[config.mk]
export PLATFORM = sky130hd
export DESIGN_NAME = uart_baud_sweep_autotune_unit
export DESIGN_NICKNAME = d
export VERILOG_FILES = /design/src/hdl/ubat_pkg.sv /design/src/hdl/ubat_cfg_regs.sv /design/src/hdl/ubat_in_reg.sv /design/src/hdl/ubat_core.sv /design/src/hdl/uart_baud_sweep_autotune_unit.sv
export SDC_FILE = /design/constraint.sdc
export NUM_CORES = 1
export LEC_CHECK = 0
export ABC_AREA = 1
export BUFFER_PORTS_ARGS = -buffer_cell sky130_fd_sc_hd__buf_2
export CORE_MARGIN = 4
export CORE_UTILIZATION = 40
export DETAILED_ROUTE_END_ITERATION = 10
export PLACE_DENSITY_LB_ADDON = 0.12
export SETUP_SLACK_MARGIN = 0.2
export SYNTH_ARGS = -nofsm -noshare
export SYNTH_HDL_FRONTEND = slang
export SYNTH_SLANG_ARGS = --single-unit
[constraint.sdc]
create_clock -name clk -period 7.8 [get_ports clk]
set_clock_uncertainty 0.2 [all_clocks]
set_input_delay 0.78 -clock clk [delete_from_list [all_inputs] [get_ports clk]]
set_output_delay 0.78 -clock clk [all_outputs]
set_load 0.01 [all_outputs]
[src/hdl/ubat_pkg.sv]
// ----------------------------------------------------------------------------
// ubat_pkg
// Shared widths, codes, reset values and types of the baud sweep autotuner.
// ----------------------------------------------------------------------------
package ubat_pkg;

  localparam int NOM_W      = 12;
  localparam int THR_W      = 4;
  localparam int DIV_W      = 13;
  localparam int TX_W       = 14;
  localparam int CNT_W      = 8;
  localparam int POLL_W     = 8;
  localparam int BYTE_W     = 8;
  localparam int CFG_IDX_W  = 1;
  localparam int CFG_DATA_W = 12;

  localparam int POLLS_DEFAULT = 10;

  localparam logic [BYTE_W-1:0] MATCH_BYTE = 8'h77;
  localparam logic [NOM_W-1:0]  NOM_RESET  = 12'd25;
  localparam logic [THR_W-1:0]  THR_RESET  = 4'd8;
  localparam logic [CNT_W-1:0]  CNT_MAX    = 8'hFF;

  // item kind codes
  localparam logic KIND_START = 1'b0;
  localparam logic KIND_POLL  = 1'b1;

  // configuration register indexes
  localparam logic [CFG_IDX_W-1:0] CFG_NOMINAL   = 1'b0;
  localparam logic [CFG_IDX_W-1:0] CFG_THRESHOLD = 1'b1;

  typedef struct packed {
    logic [NOM_W-1:0] nominal;
    logic [THR_W-1:0] threshold;
  } cfg_t;

  typedef struct packed {
    logic              kind;
    logic              present;
    logic [BYTE_W-1:0] rx_byte;
  } item_t;

  typedef struct packed {
    logic              running;
    logic [DIV_W-1:0]  cur_div;
    logic [POLL_W-1:0] poll_idx;
    logic [CNT_W-1:0]  match_cnt;
    logic [DIV_W-1:0]  low_mark;
    logic [DIV_W-1:0]  high_mark;
    logic              any_pass;
    logic [DIV_W-1:0]  rx_res;
    logic [TX_W-1:0]   tx_res;
  } sweep_state_t;

endpackage

[src/hdl/ubat_cfg_regs.sv]
// ----------------------------------------------------------------------------
// ubat_cfg_regs
// Configuration register file: nominal divisor and quality threshold.
// ----------------------------------------------------------------------------
module ubat_cfg_regs (
  input  logic                                clk,
  input  logic                                rst_n,
  input  logic                                cfg_valid,
  output logic                                cfg_ready,
  input  logic [ubat_pkg::CFG_IDX_W-1:0]      cfg_index,
  input  logic [ubat_pkg::CFG_DATA_W-1:0]     cfg_data,
  output ubat_pkg::cfg_t                      cfg
);

  ubat_pkg::cfg_t cfg_r;
  ubat_pkg::cfg_t cfg_nxt;

  assign cfg_ready = 1'b1;
  assign cfg       = cfg_r;

  always_comb begin
    cfg_nxt = cfg_r;
    if (cfg_valid) begin
      unique case (cfg_index)
        ubat_pkg::CFG_NOMINAL:   cfg_nxt.nominal   = cfg_data[ubat_pkg::NOM_W-1:0];
        ubat_pkg::CFG_THRESHOLD: cfg_nxt.threshold = cfg_data[ubat_pkg::THR_W-1:0];
        default:                 cfg_nxt = cfg_r;
      endcase
    end
  end

  always_ff @(posedge clk) begin
    if (!rst_n) begin
      cfg_r.nominal   <= ubat_pkg::NOM_RESET;
      cfg_r.threshold <= ubat_pkg::THR_RESET;
    end else begin
      cfg_r <= cfg_nxt;
    end
  end

endmodule

[src/hdl/ubat_in_reg.sv]
// ----------------------------------------------------------------------------
// ubat_in_reg
// Input register stage holding one accepted beat until the core takes it.
// ----------------------------------------------------------------------------
module ubat_in_reg (
  input  logic                          clk,
  input  logic                          rst_n,
  input  logic                          in_valid,
  output logic                          in_ready,
  input  logic                          in_kind,
  input  logic                          in_byte_present,
  input  logic [ubat_pkg::BYTE_W-1:0]   in_received_byte,
  output logic                          item_valid,
  output ubat_pkg::item_t               item,
  input  logic                          item_take
);

  logic            valid_r;
  ubat_pkg::item_t item_r;

  assign in_ready   = !valid_r || item_take;
  assign item_valid = valid_r;
  assign item       = item_r;

  always_ff @(posedge clk) begin
    if (!rst_n) begin
      valid_r <= 1'b0;
    end else if (in_valid && in_ready) begin
      valid_r <= 1'b1;
    end else if (item_take) begin
      valid_r <= 1'b0;
    end
  end

  always_ff @(posedge clk) begin
    if (in_valid && in_ready) begin
      item_r.kind    <= in_kind;
      item_r.present <= in_byte_present;
      item_r.rx_byte <= in_received_byte;
    end
  end

endmodule

[src/hdl/ubat_core.sv]
// ----------------------------------------------------------------------------
// ubat_core
// Sweep state update for one beat and the registered result stage.
// ----------------------------------------------------------------------------
module ubat_core #(
  parameter int POLLS_PER_DIVISOR = ubat_pkg::POLLS_DEFAULT
) (
  input  logic                          clk,
  input  logic                          rst_n,
  input  ubat_pkg::cfg_t                cfg,
  input  logic                          item_valid,
  input  ubat_pkg::item_t               item,
  output logic                          item_take,
  output logic                          out_valid,
  input  logic                          out_ready,
  output logic [ubat_pkg::DIV_W-1:0]    out_trial_divisor,
  output logic                          out_busy_res,
  output logic                          out_finished,
  output logic                          out_found,
  output logic [ubat_pkg::DIV_W-1:0]    out_rx_divisor,
  output logic [ubat_pkg::TX_W-1:0]     out_tx_timing
);

  localparam logic [ubat_pkg::POLL_W-1:0] POLLS =
    ubat_pkg::POLL_W'(POLLS_PER_DIVISOR);

  ubat_pkg::sweep_state_t st_r;
  ubat_pkg::sweep_state_t st_nxt;

  logic                         out_valid_r;
  logic                         done_r;
  logic                         done;
  logic [ubat_pkg::DIV_W-1:0]   sweep_start;
  logic [ubat_pkg::DIV_W-1:0]   sweep_end;
  logic                         is_match;
  logic [ubat_pkg::CNT_W-1:0]   cnt_inc;
  logic [ubat_pkg::POLL_W-1:0]  poll_inc;
  logic [ubat_pkg::TX_W-1:0]    mark_diff;
  logic [ubat_pkg::TX_W-1:0]    mark_sum;

  assign item_take = item_valid && (!out_valid_r || out_ready);
  assign out_valid = out_valid_r;

  assign sweep_start = ubat_pkg::DIV_W'(cfg.nominal >> 1);
  assign sweep_end   = ubat_pkg::DIV_W'(cfg.nominal) + ubat_pkg::DIV_W'(cfg.nominal >> 1);
  assign is_match    = item.present && (item.rx_byte == ubat_pkg::MATCH_BYTE);
  assign cnt_inc     = (st_r.match_cnt != ubat_pkg::CNT_MAX) ?
                       st_r.match_cnt + 1'b1 : st_r.match_cnt;
  assign poll_inc    = st_r.poll_idx + 1'b1;

  always_comb begin
    st_nxt    = st_r;
    done      = 1'b0;
    mark_diff = '0;
    mark_sum  = '0;
    if (item.kind == ubat_pkg::KIND_START) begin
      st_nxt.running   = 1'b1;
      st_nxt.cur_div   = sweep_start;
      st_nxt.poll_idx  = '0;
      st_nxt.match_cnt = '0;
      st_nxt.low_mark  = sweep_end;
      st_nxt.high_mark = sweep_start;
      st_nxt.any_pass  = 1'b0;
    end else if (st_r.running) begin
      if (is_match) begin
        st_nxt.match_cnt = cnt_inc;
        if (cnt_inc >= ubat_pkg::CNT_W'(cfg.threshold)) begin
          if (st_r.cur_div < st_r.low_mark) begin
            st_nxt.low_mark = st_r.cur_div;
            st_nxt.any_pass = 1'b1;
          end
          if (st_r.cur_div > st_r.high_mark) begin
            st_nxt.high_mark = st_r.cur_div;
            st_nxt.any_pass  = 1'b1;
          end
        end
      end
      st_nxt.poll_idx = poll_inc;
      if (poll_inc >= POLLS) begin
        st_nxt.poll_idx  = '0;
        st_nxt.match_cnt = '0;
        if (st_r.cur_div >= sweep_end) begin
          st_nxt.running = 1'b0;
          done           = 1'b1;
          if (st_nxt.any_pass) begin
            // midpoint and sum are taken from the markers after this beat's update
            mark_diff = ubat_pkg::TX_W'(st_nxt.high_mark) - ubat_pkg::TX_W'(st_nxt.low_mark);
            mark_sum  = ubat_pkg::TX_W'(st_nxt.high_mark) + ubat_pkg::TX_W'(st_nxt.low_mark);
            st_nxt.rx_res = st_nxt.low_mark + mark_diff[ubat_pkg::DIV_W:1];
            st_nxt.tx_res = mark_sum;
          end
        end else begin
          st_nxt.cur_div = st_r.cur_div + 1'b1;
        end
      end
    end
  end

  always_ff @(posedge clk) begin
    if (!rst_n) begin
      st_r        <= '0;
      out_valid_r <= 1'b0;
    end else begin
      if (item_take) begin
        st_r <= st_nxt;
      end
      if (item_take) begin
        out_valid_r <= 1'b1;
      end else if (out_ready) begin
        out_valid_r <= 1'b0;
      end
    end
  end

  // result beat shows the state after its item
  always_ff @(posedge clk) begin
    if (item_take) begin
      out_trial_divisor <= st_nxt.cur_div;
      out_busy_res      <= st_nxt.running;
      done_r            <= done;
      out_found         <= st_nxt.any_pass;
      out_rx_divisor    <= st_nxt.rx_res;
      out_tx_timing     <= st_nxt.tx_res;
    end
  end

  assign out_finished = done_r;

endmodule

[src/hdl/uart_baud_sweep_autotune_unit.sv]
// ----------------------------------------------------------------------------
// uart_baud_sweep_autotune_unit
// Sweeps a receive baud divisor and picks the center of the passing range.
// ----------------------------------------------------------------------------
// A start beat opens a sweep from nominal/2 to nominal + nominal/2; each poll
// beat reports one receiver sample, and every divisor gets POLLS_PER_DIVISOR
// polls in which 'w' bytes are counted against the quality threshold. Every
// input beat yields exactly one result beat carrying the state after it. The
// block takes one beat per clock unless out_ready holds the result back: the
// whole state update is combinational compare and add logic between the input
// register and the result register, and the input register takes one more
// beat while an old result waits.
module uart_baud_sweep_autotune_unit #(
  parameter int POLLS_PER_DIVISOR = ubat_pkg::POLLS_DEFAULT
) (
  input  logic                              clk,
  input  logic                              rst_n,
  input  logic                              cfg_valid,
  output logic                              cfg_ready,
  input  logic [ubat_pkg::CFG_IDX_W-1:0]    cfg_index,
  input  logic [ubat_pkg::CFG_DATA_W-1:0]   cfg_data,
  input  logic                              in_valid,
  output logic                              in_ready,
  input  logic                              in_kind,
  input  logic                              in_byte_present,
  input  logic [ubat_pkg::BYTE_W-1:0]       in_received_byte,
  output logic                              out_valid,
  input  logic                              out_ready,
  output logic [ubat_pkg::DIV_W-1:0]        out_trial_divisor,
  output logic                              out_busy_res,
  output logic                              out_finished,
  output logic                              out_found,
  output logic [ubat_pkg::DIV_W-1:0]        out_rx_divisor,
  output logic [ubat_pkg::TX_W-1:0]         out_tx_timing
);

  ubat_pkg::cfg_t  cfg;
  ubat_pkg::item_t item;
  logic            item_valid;
  logic            item_take;

  ubat_cfg_regs u_cfg (
    .clk       (clk),
    .rst_n     (rst_n),
    .cfg_valid (cfg_valid),
    .cfg_ready (cfg_ready),
    .cfg_index (cfg_index),
    .cfg_data  (cfg_data),
    .cfg       (cfg)
  );

  ubat_in_reg u_in (
    .clk              (clk),
    .rst_n            (rst_n),
    .in_valid         (in_valid),
    .in_ready         (in_ready),
    .in_kind          (in_kind),
    .in_byte_present  (in_byte_present),
    .in_received_byte (in_received_byte),
    .item_valid       (item_valid),
    .item             (item),
    .item_take        (item_take)
  );

  ubat_core #(
    .POLLS_PER_DIVISOR (POLLS_PER_DIVISOR)
  ) u_core (
    .clk               (clk),
    .rst_n             (rst_n),
    .cfg               (cfg),
    .item_valid        (item_valid),
    .item              (item),
    .item_take         (item_take),
    .out_valid         (out_valid),
    .out_ready         (out_ready),
    .out_trial_divisor (out_trial_divisor),
    .out_busy_res      (out_busy_res),
    .out_finished      (out_finished),
    .out_found         (out_found),
    .out_rx_divisor    (out_rx_divisor),
    .out_tx_timing     (out_tx_timing)
  );

endmodule

==> results of run 1 <==
[cell families after synthesis]
family	count (synthesis)	share of synthesized area
and+or+nand+nor	487	0.203
AOI/OAI and AO/OA	333	0.179
buffers and inverters	271	0.106
DFF	155	0.353
adders and majority gates	101	0.126
xor gates and xnor gates	37	0.0315
other	1	0.000365
muxes	1	0.000973
[flip-flops by register name (all words and copies together), names as in the netlist]
register and flops:
u_in.item_valid 1, u_core.out_busy_res 1, u_core.out_tx_timing 14, u_core.out_finished 1, u_core.out_rx_divisor 13, u_core.out_valid 1, u_core.out_found 1, u_core.st_r 84
u_in.item 10, u_core.out_trial_divisor 13, u_cfg.cfg 16
[synthesized netlist by cell type, types with 3 or more instances]
master,instances,area [sq um]
o31ai_1,5,37.5
o211ai_1,3,22.5
nand3_1,70,350
edfxtp_1,53,1590
fa_1,4,80.1
o21ai_1,29,145
xor2_1,29,254
nor3_1,15,75.1
ha_1,97,1210
nand2_1,259,972
dfxtp_1,102,2040
nand2_4,3,33.8
buf_2,8,40.0
o21bai_1,5,37.5
buf_8,3,45.0
o21ai_2,19,166
a21o_1,3,22.5
inv_2,3,11.3
inv_1,215,807
a21oi_1,122,611
nor2_1,104,390
a211oi_1,8,60.1
nor4_1,4,25.0
or2_2,9,56.3
clkbuf_1,34,128
a31oi_1,22,138
xnor2_1,8,70.1
o21ai_0,111,556
nand4_1,13,81.3
[worst max-delay path: cells and delay by family (launching register included)]
| family | cells | cell delay, ns |
|---|---|---|
| AOI/OAI and AO/OA | 9 | 2.04 |
| adders and majority gates | 4 | 1.37 |
| DFF | 1 | 0.39 |
| and+or+nand+nor | 15 | 1.59 |
| buffers and inverters | 6 | 0.60 |
| xor gates and xnor gates | 1 | 0.14 |
[through the flow]
step           utilization  power [mW]  hold slack (ns)
6_report             0.452        2.33            0.275
2_1_floorplan            -        1.35            0.235
3_3_place_gp         0.429        1.49            0.255
3_5_place_dp         0.429        1.49            0.265
5_1_grt              0.452        2.48            0.298
4_1_cts              0.452        2.36            0.275
[routing by layer]
layer / wire length, um / vias to the layer above
li1: - / 4675
met1: 12900 / 4092
met2: 12200 / 144
met3: 897 / 15
met4: 268 / 0
met5: 0 / -
[where the power goes]
group	switching (mW)	internal [mW]
Clock	0.377	0.479
Combinational	0.359	0.198
Sequential	0.0343	0.885
Total	0.770	1.56
[final cells by class]
class,instances,area [sq um]
fillers,2626,13800
flip-flops and latches,155,3630
clock buffers,17,425
clock inverters,15,165
inverters,220,826
multi-input cells,960,5570
repair buffers,76,390
well taps,330,413
[worst min-delay path by stage]
stage	startpoint	to	slack [ns]
after detailed placement	u_core.st_r[40]	u_core.st_r[40]	0.27
after CTS	u_core.st_r[40]	u_core.st_r[40]	0.27
after global routing	u_core.st_r[67]	u_core.st_r[67]	0.30
after global placement	u_cfg.cfg[4]	u_cfg.cfg[4]	0.26
after floorplan	u_cfg.cfg[1]	u_cfg.cfg[1]	0.24
final	u_core.st_r[67]	u_core.st_r[67]	0.28
==> impl_metrics.json, run 1 <==
{
  "critical_path_required_ns": 7.79,
  "rrSetupSlack_ns": 1.22,
  "fin_tns_setup_ns": 0,
  "avgViaCountPerCell": 5.03,
  "top_usage_layer": "met2",
  "synth_seq_cells": 155,
  "grt_pass1_wl_um": 42600,
  "ff2ff_path_depth": 35,
  "relSlewSlack": 0.255,
  "path_clk_slew_ns": 0.07,
  "cp_max_fo": 25,
  "postCtsHoldBufs": 0,
  "r2r-end": "u_core.out_rx_divisor[12]",
  "cp-start-kind": "flip-flop",
  "rsz0062_at_grt": "no",
  "gr-usage-met2": 0.309,
  "ys.flop_type": "dfxtp_1",
  "area_delta_synth_final_pct": 11.0,
  "powerDensity_nw_per_um2": 204,
  "grt_max_degree": 56,
  "holdPathStages": 2,
  "timing.final.ws_setup_ns": 1.22,
  "io_pins": 74,
  "vias": 8926,
  "p_leak_nw": 5.72,
  "grt_usage": 0.185,
  "tightest_slew_ns": 1.12,
  "worst_hold_path_type": "reg -> reg",
  "port_buffers": 72,
  "drt-total-wl_um": 26200,
  "first_pass_iters": 4,
  "finalNonFillerCells": 1773,
  "endpoint_kind": "flip-flop",
  "start_util": 0.407,
  "period_minus_slack_ns": 6.58,
  "drc": 0,
  "async_flop_share": 0,
  "final-max-slew-violation-count": 0,
  "cp_slowest_cell": "o21ai_0",
  "rr_startpoint": "u_core.st_r[54]",
  "clockBufferDepth": 2,
  "numCtsBuffers": 17,
  "critPathCapture": "u_core.out_rx_divisor[12]",
  "clkLatencyLatePin_ns": 0.43,
  "min_period_over_period": 0.843,
  "cts_root_buffer": "clkbuf_16",
  "cts.repair.resized": 0,
  "syn_avg_cell_area_sq_um": 7.42,
  "synth_area_sq_um": 10300,
  "antenna_found_initial": 0,
  "drtAntennaViolNets": 0,
  "post_cts_buffers": 0,
  "synthDistinctLibCells": 49,
  "critPathArrivalTime_ns": 6.57,
  "setup_viol": 0,
  "final_cell_mix": "258 x nand2_1, 215 x inv_1, 122 x a21oi_1",
  "fin_nets": 1559,
  "antennaDiodeCount": 0,
  "max_freq_ghz": 0.152,
  "layout-drive-gt1-share": 0.106,
  "crit_path_frequent_cell": "nand2_1",
  "cp-startpoint": "u_core.st_r[54]",
  "dp.cells": 1741,
  "critPathMaxStageDelay_ns": 0.69,
  "cts.sinks": 155,
  "worstSetupPathType": "reg -> reg",
  "final_common_cell": "nand2_1",
  "outcome": "complete, no violations",
  "avgRoutedWirePerCell_um": 14.8,
  "rows": 58,
  "peakVddDrop_mv": 0.117,
  "die_w_um": 168,
  "hpwl_um": 19500,
  "max_cap_violations": 0,
  "final_cell_area_sq_um": 11400,
  "placeableCoreArea_sq_um": 25300,
  "fp.dieArea_sq_um": 28300,
  "cts_tree": "yes",
  "use_met3": 0.0291,
  "drt_iter0_drc": 541,
  "yosys_warnings": 0,
  "yosysSeqAreaShare": 0.353,
  "post-place-ws_ns": 1.29,
  "report.final.hold_viol_count": 0,
  "place_congestion": 0.879,
  "grt_pass1_vias": 8346,
  "synth_nets": 1515,
  "die_y_um": 168,
  "placed_cell_area_sq_um": 10800,
  "overflow": 0,
  "groute.layer.met1.usage": 0.255,
  "htree_levels": 4,
  "synth-edff-count": 53,
  "syn_inst": 1386
}
(Power assumes the default switching activity.)
==> run 2, diff against run 1 <==
clock period = 5.7 ns   (was 7.8 ns; I/O delays follow)
==> run 2 against run 1 <==
- clock power up 31%
- power up 44%
- first-iteration DRC count up 6.7%
- worst hold slack worse by 0.17 ns
- via count up 2.8%
- routed wire length up 4.4%
- design area up 7.5%
- global-route usage up 0.49 points
- die area unchanged
- combinational power up 78%
- largest cell class unchanged
- largest power group unchanged
- highest routed layer unchanged
==> impl_metrics.json, run 2 (synthesis gave the netlist of run 1 again) <==
{
  "drt_iter0_drc": 577,
  "endpoint_kind": "flip-flop",
  "powerDensity_nw_per_um2": 274,
  "peakVddDrop_mv": 0.165,
  "grt_pass1_vias": 8586,
  "multi_input_area_sq_um": 5990,
  "htree_levels": 4,
  "report.final.hold_viol_count": 0,
  "critPathMaxStageDelay_ns": 0.37,
  "vias": 9174,
  "path_clk_slew_ns": 0.07,
  "cp_slowest_cell": "dfxtp_4",
  "grt_pass1_wl_um": 43500,
  "grt_usage": 0.190,
  "hold_ws_ns": 0.110,
  "seq_area_sq_um": 3640,
  "largest_register_ffs": 84,
  "largest_register": "u_core.st_r",
  "fin_util": 0.486,
  "worst_hold_path_type": "in -> reg",
  "die_w_um": 168,
  "placeableCoreArea_sq_um": 25300,
  "drtAntennaViolNets": 0,
  "max_freq_ghz": 0.184,
  "start_util": 0.407,
  "cp-start-kind": "flip-flop",
  "period_minus_slack_ns": 5.45,
  "tightest_slew_ns": 0.949,
  "worstSetupPathType": "reg -> reg",
  "overflow": 0,
  "cp_max_fo": 6,
  "whs_endpoint": "u_in.item[4]",
  "max_cap_violations": 0,
  "layout-drive-gt1-share": 0.189,
  "fillers": 2520,
  "setup_viol": 0,
  "rsz0062_at_grt": "yes",
  "place_congestion": 0.873,
  "clkLatencyLatePin_ns": 0.44,
  "cts_root_buffer": "clkbuf_16",
  "numCtsBuffers": 17,
  "rrSetupSlack_ns": 0.25,
  "area_delta_synth_final_pct": 19.4,
  "drt-total-wl_um": 27400,
  "relSlewSlack": 0.367,
  "clockBufferDepth": 2,
  "antenna_found_initial": 0,
  "ff2ff_path_depth": 35,
  "avgRoutedWirePerCell_um": 14.9,
  "cts.sinks": 155,
  "outcome": "complete, no violations",
  "postCtsHoldBufs": 0,
  "antennaDiodeCount": 0,
  "drc": 0,
  "rows": 58,
  "hpwl_um": 19900,
  "p_leak_nw": 6.06,
  "fin_nets": 1619,
  "final-max-slew-violation-count": 0,
  "min_period_over_period": 0.955,
  "avgViaCountPerCell": 5.00,
  "holdCritStartpoint": "in_received_byte[4]",
  "final_cell_mix": "249 x nand2_1, 208 x inv_1, 111 x a21oi_1",
  "grt_max_degree": 78,
  "fp.dieArea_sq_um": 28300,
  "r2r-end": "u_core.out_rx_divisor[12]",
  "port_buffers": 72,
  "die_y_um": 168,
  "critical_path_required_ns": 5.69,
  "io_pins": 74,
  "final_common_cell": "nand2_1",
  "cts_tree": "yes",
  "holdPathStages": 1,
  "rr_startpoint": "u_core.st_r[58]",
  "first_pass_iters": 5,
  "critPathArrivalTime_ns": 5.44
}
## run 2: changes by cell type in the layout (fill, tap and decap cells not counted), moves of 7 or more
cell	change
a21oi_1	-11
a21oi_2	+9
buf_4	+57
ha_1	-13
ha_4	+9
inv_1	-7
nand2_1	-9
o21ai_0	-16
o21ai_1	+8
## run 2: critical path: cells and delay by family (launching register included)
family          cells  cell delay, ns
mux                 1            0.19
flops               1            0.37
compound gates      8            1.26
xor+xnor            1            0.14
fa+ha+maj           4            1.14
buf+inv             4            0.24
simple gates       17            1.65
## run 2: per-stage QoR
stage	area, sq um	setup TNS, ns	power, mW	setup slack, ns	std cells
finish	12300	0	3.36	0.254	1833
global route	12300	-0.0853	3.57	-0.0647	1833
CTS	11800	0	3.26	0.175	1819
detailed placement	11100	0	2.10	0.0428	1781
global placement	11100	0	2.09	0.0949	1781
floorplan	10300	0	1.85	0.204	1386
## run 2: layer usage
metal / share of wire / track usage / up-vias
li1: - / - / 4782
met1: 0.48 / 0.255 / 4209
met2: 0.47 / 0.318 / 151
met3: 0.031 / 0.0293 / 32
met4: 0.017 / 0.0547 / 0
met5: 0 / 0 / -
## run 2: cell type report
type	instances	area share
tap	330	0.0336
clock buffer	19	0.0361
timing repair buffer	135	0.0685
clock inverter	13	0.0102
sequential	155	0.297
inverter	220	0.0674
multi-input combinational	961	0.488
## run 2: worst max-delay path by stage
stage	end	slack [ns]	cells past startpoint	from
6_report	u_core.out_rx_divisor[12]	0.25	35	u_core.st_r[58]
5_1_grt	u_core.out_rx_divisor[12]	-0.06	35	u_core.st_r[58]
4_1_cts	u_core.out_rx_divisor[12]	0.18	36	u_core.st_r[54]
3_5_place_dp	u_core.out_rx_divisor[12]	0.04	36	u_core.st_r[54]
3_3_place_gp	u_core.st_r[25]	0.09	33	u_core.st_r[54]
2_1_floorplan	u_core.out_rx_divisor[12]	0.20	37	u_core.st_r[54]
## run 2: where the power goes
part	internal [mW]	switching, mW
Clock	0.589	0.531
Sequential	1.21	0.0424
Combinational	0.401	0.590
Total	2.20	1.16
## run 2: what timing repair did
| action | 4_1_cts | 5_1_grt |
|---|---|---|
| endpoints found under the setup margin | 12 | 18 |
| pin swaps | 7 | 36 |
| buffers inserted | 6 | 13 |
| gates cloned | 0 | 1 |
| gates resized for setup | 14 | 92 |
==> run 3, diff against run 2 <==
CAP_MARGIN = 20   (was unset)
REMOVE_ABC_BUFFERS = 1   (was unset)
TNS_END_PERCENT = 5   (was unset)
==> run 3 against run 2 <==
- global-route usage decreased by 0.32 points
- combinational power down 10%
- via count is 0.41% lower
- worst hold slack got worse by 0.0016 ns
- die area unchanged
- core utilization fell by 0.30 points
- first-iteration DRC count decreased by 26%
- sequential share of layout area rose by 0.13 points
- critical path depth stayed put
- worst setup slack better by 0.012 ns
- clock power about the same
- count of clock-buffer cells in the layout decreased by 1
- critical path type unchanged
- critical endpoint unchanged
==> impl_metrics.json, run 3 (synthesis gave the netlist of run 1 again) <==
{
  "outcome": "complete, no violations",
  "antennaDiodeCount": 0,
  "seq_area_sq_um": 3640,
  "worstSetupPathType": "reg -> reg",
  "area_delta_synth_final_pct": 18.7,
  "placeableCoreArea_sq_um": 25300,
  "drc": 0,
  "cp_slowest_cell": "fa_2",
  "clkLatencyLatePin_ns": 0.43,
  "whs_endpoint": "u_in.item[4]",
  "fp.dieArea_sq_um": 28300,
  "grt_pass1_wl_um": 43500,
  "place_congestion": 0.871,
  "min_period_over_period": 0.953,
  "rows": 58,
  "report.final.hold_viol_count": 0,
  "hpwl_um": 19800,
  "rr_startpoint": "u_core.st_r[55]",
  "first_pass_iters": 5,
  "htree_levels": 4,
  "die_w_um": 168,
  "avgViaCountPerCell": 4.93,
  "rsz0062_at_grt": "yes",
  "period_minus_slack_ns": 5.43,
  "antenna_found_initial": 0,
  "placed_cell_area_sq_um": 11300,
  "critPathArrivalTime_ns": 5.42,
  "start_util": 0.407,
  "path_clk_slew_ns": 0.07,
  "cts_root_buffer": "clkbuf_16",
  "final-max-slew-violation-count": 0,
  "grt_usage": 0.187,
  "drt-total-wl_um": 26400,
  "endpoint_kind": "flip-flop",
  "clockBufferDepth": 2,
  "io_pins": 74,
  "final_common_cell": "nand2_1",
  "holdPathStages": 1,
  "overflow": 0,
  "rrSetupSlack_ns": 0.27,
  "holdCritStartpoint": "in_received_byte[4]",
  "avgRoutedWirePerCell_um": 14.3,
  "hold_ws_ns": 0.108,
  "cp_max_fo": 6,
  "final_cell_mix": "254 x nand2_1, 213 x inv_1, 116 x a21oi_1",
  "grt_pass1_vias": 8708,
  "tightest_slew_ns": 1.12,
  "multi_input_area_sq_um": 5780,
  "dp.cells": 1801,
  "crit_path_frequent_cell": "nand2_2",
  "die_y_um": 168,
  "grt_max_degree": 56,
  "drt_iter0_drc": 427,
  "peakVddDrop_mv": 0.181,
  "largest_register_ffs": 84,
  "p_leak_nw": 6.10,
  "layout-drive-gt1-share": 0.175,
  "critical_path_required_ns": 5.68,
  "vias": 9136,
  "finalNonFillerCells": 1852,
  "max_cap_violations": 0,
  "critPathMaxStageDelay_ns": 0.36,
  "cp-start-kind": "flip-flop",
  "r2r-end": "u_core.out_rx_divisor[12]",
  "numCtsBuffers": 17,
  "largest_register": "u_core.st_r",
  "fin_util": 0.483,
  "relSlewSlack": 0.250,
  "ff2ff_path_depth": 35,
  "final_cell_area_sq_um": 12200,
  "setup_viol": 0,
  "fin_nets": 1638,
  "powerDensity_nw_per_um2": 268,
  "worst_hold_path_type": "in -> reg",
  "fillers": 2569,
  "drtAntennaViolNets": 0,
  "max_freq_ghz": 0.184,
  "port_buffers": 72,
  "cts.sinks": 155,
  "cts_tree": "yes"
}
[run 3: layer usage]
layer,wire length (um),global-route usage,vias up
met5,0,0,-
met2,12600,0.320,114
met3,584,0.0261,21
met4,348,0.0476,0
met1,12800,0.249,4170
li1,-,-,4831
[run 3: worst max-delay path by stage]
stage / start / to
after floorplan: u_core.st_r[54] / u_core.out_rx_divisor[12]
after global placement: u_core.st_r[54] / u_core.out_rx_divisor[12]
after detailed placement: u_core.st_r[55] / u_core.out_rx_divisor[12]
after CTS: u_core.st_r[55] / u_core.out_rx_divisor[12]
after global routing: u_core.st_r[54] / u_core.out_rx_divisor[12]
final: u_core.st_r[55] / u_core.out_rx_divisor[12]
[run 3: repair_timing]
item	in CTS	in global routing
endpoints found under the setup margin	14	13
gates cloned	1	0
hold buffers	0	0
resized for setup	26	32
setup buffers	12	6
pin swaps	15	19
[run 3: through the flow]
stage	setup slack, ns	total power [mW]	TNS [ns]
floorplan	-0.0251	1.83	-0.0251
global placement	0.0105	2.11	0
detailed placement	-0.132	2.12	-0.682
CTS	0.200	3.28	0
global route	-0.0596	3.47	-0.117
finish	0.266	3.27	0
[run 3: cell type report]
| class | count | share of cell area |
|---|---|---|
| inverters | 220 | 0.0677 |
| well taps | 330 | 0.0338 |
| repair buffers | 154 | 0.0809 |
| clock inverters | 14 | 0.0111 |
| multi-input cells | 961 | 0.473 |
| clock buffers | 18 | 0.0352 |
| flip-flops and latches | 155 | 0.298 |
[run 3: report_power, final]
part / internal, mW / total, mW / switching, mW
combinational: 0.375 / 0.890 / 0.515
clock: 0.614 / 1.12 / 0.509
sequential: 1.21 / 1.26 / 0.0451
[run 3: critical path, delay by kind of cell, from the launching register on]
family	cells	cell delay, ns
flops	1	0.35
mux	1	0.20
compound gates	8	1.30
xor+xnor	1	0.14
fa+ha+maj	5	1.22
simple gates	15	1.33
buf+inv	5	0.45
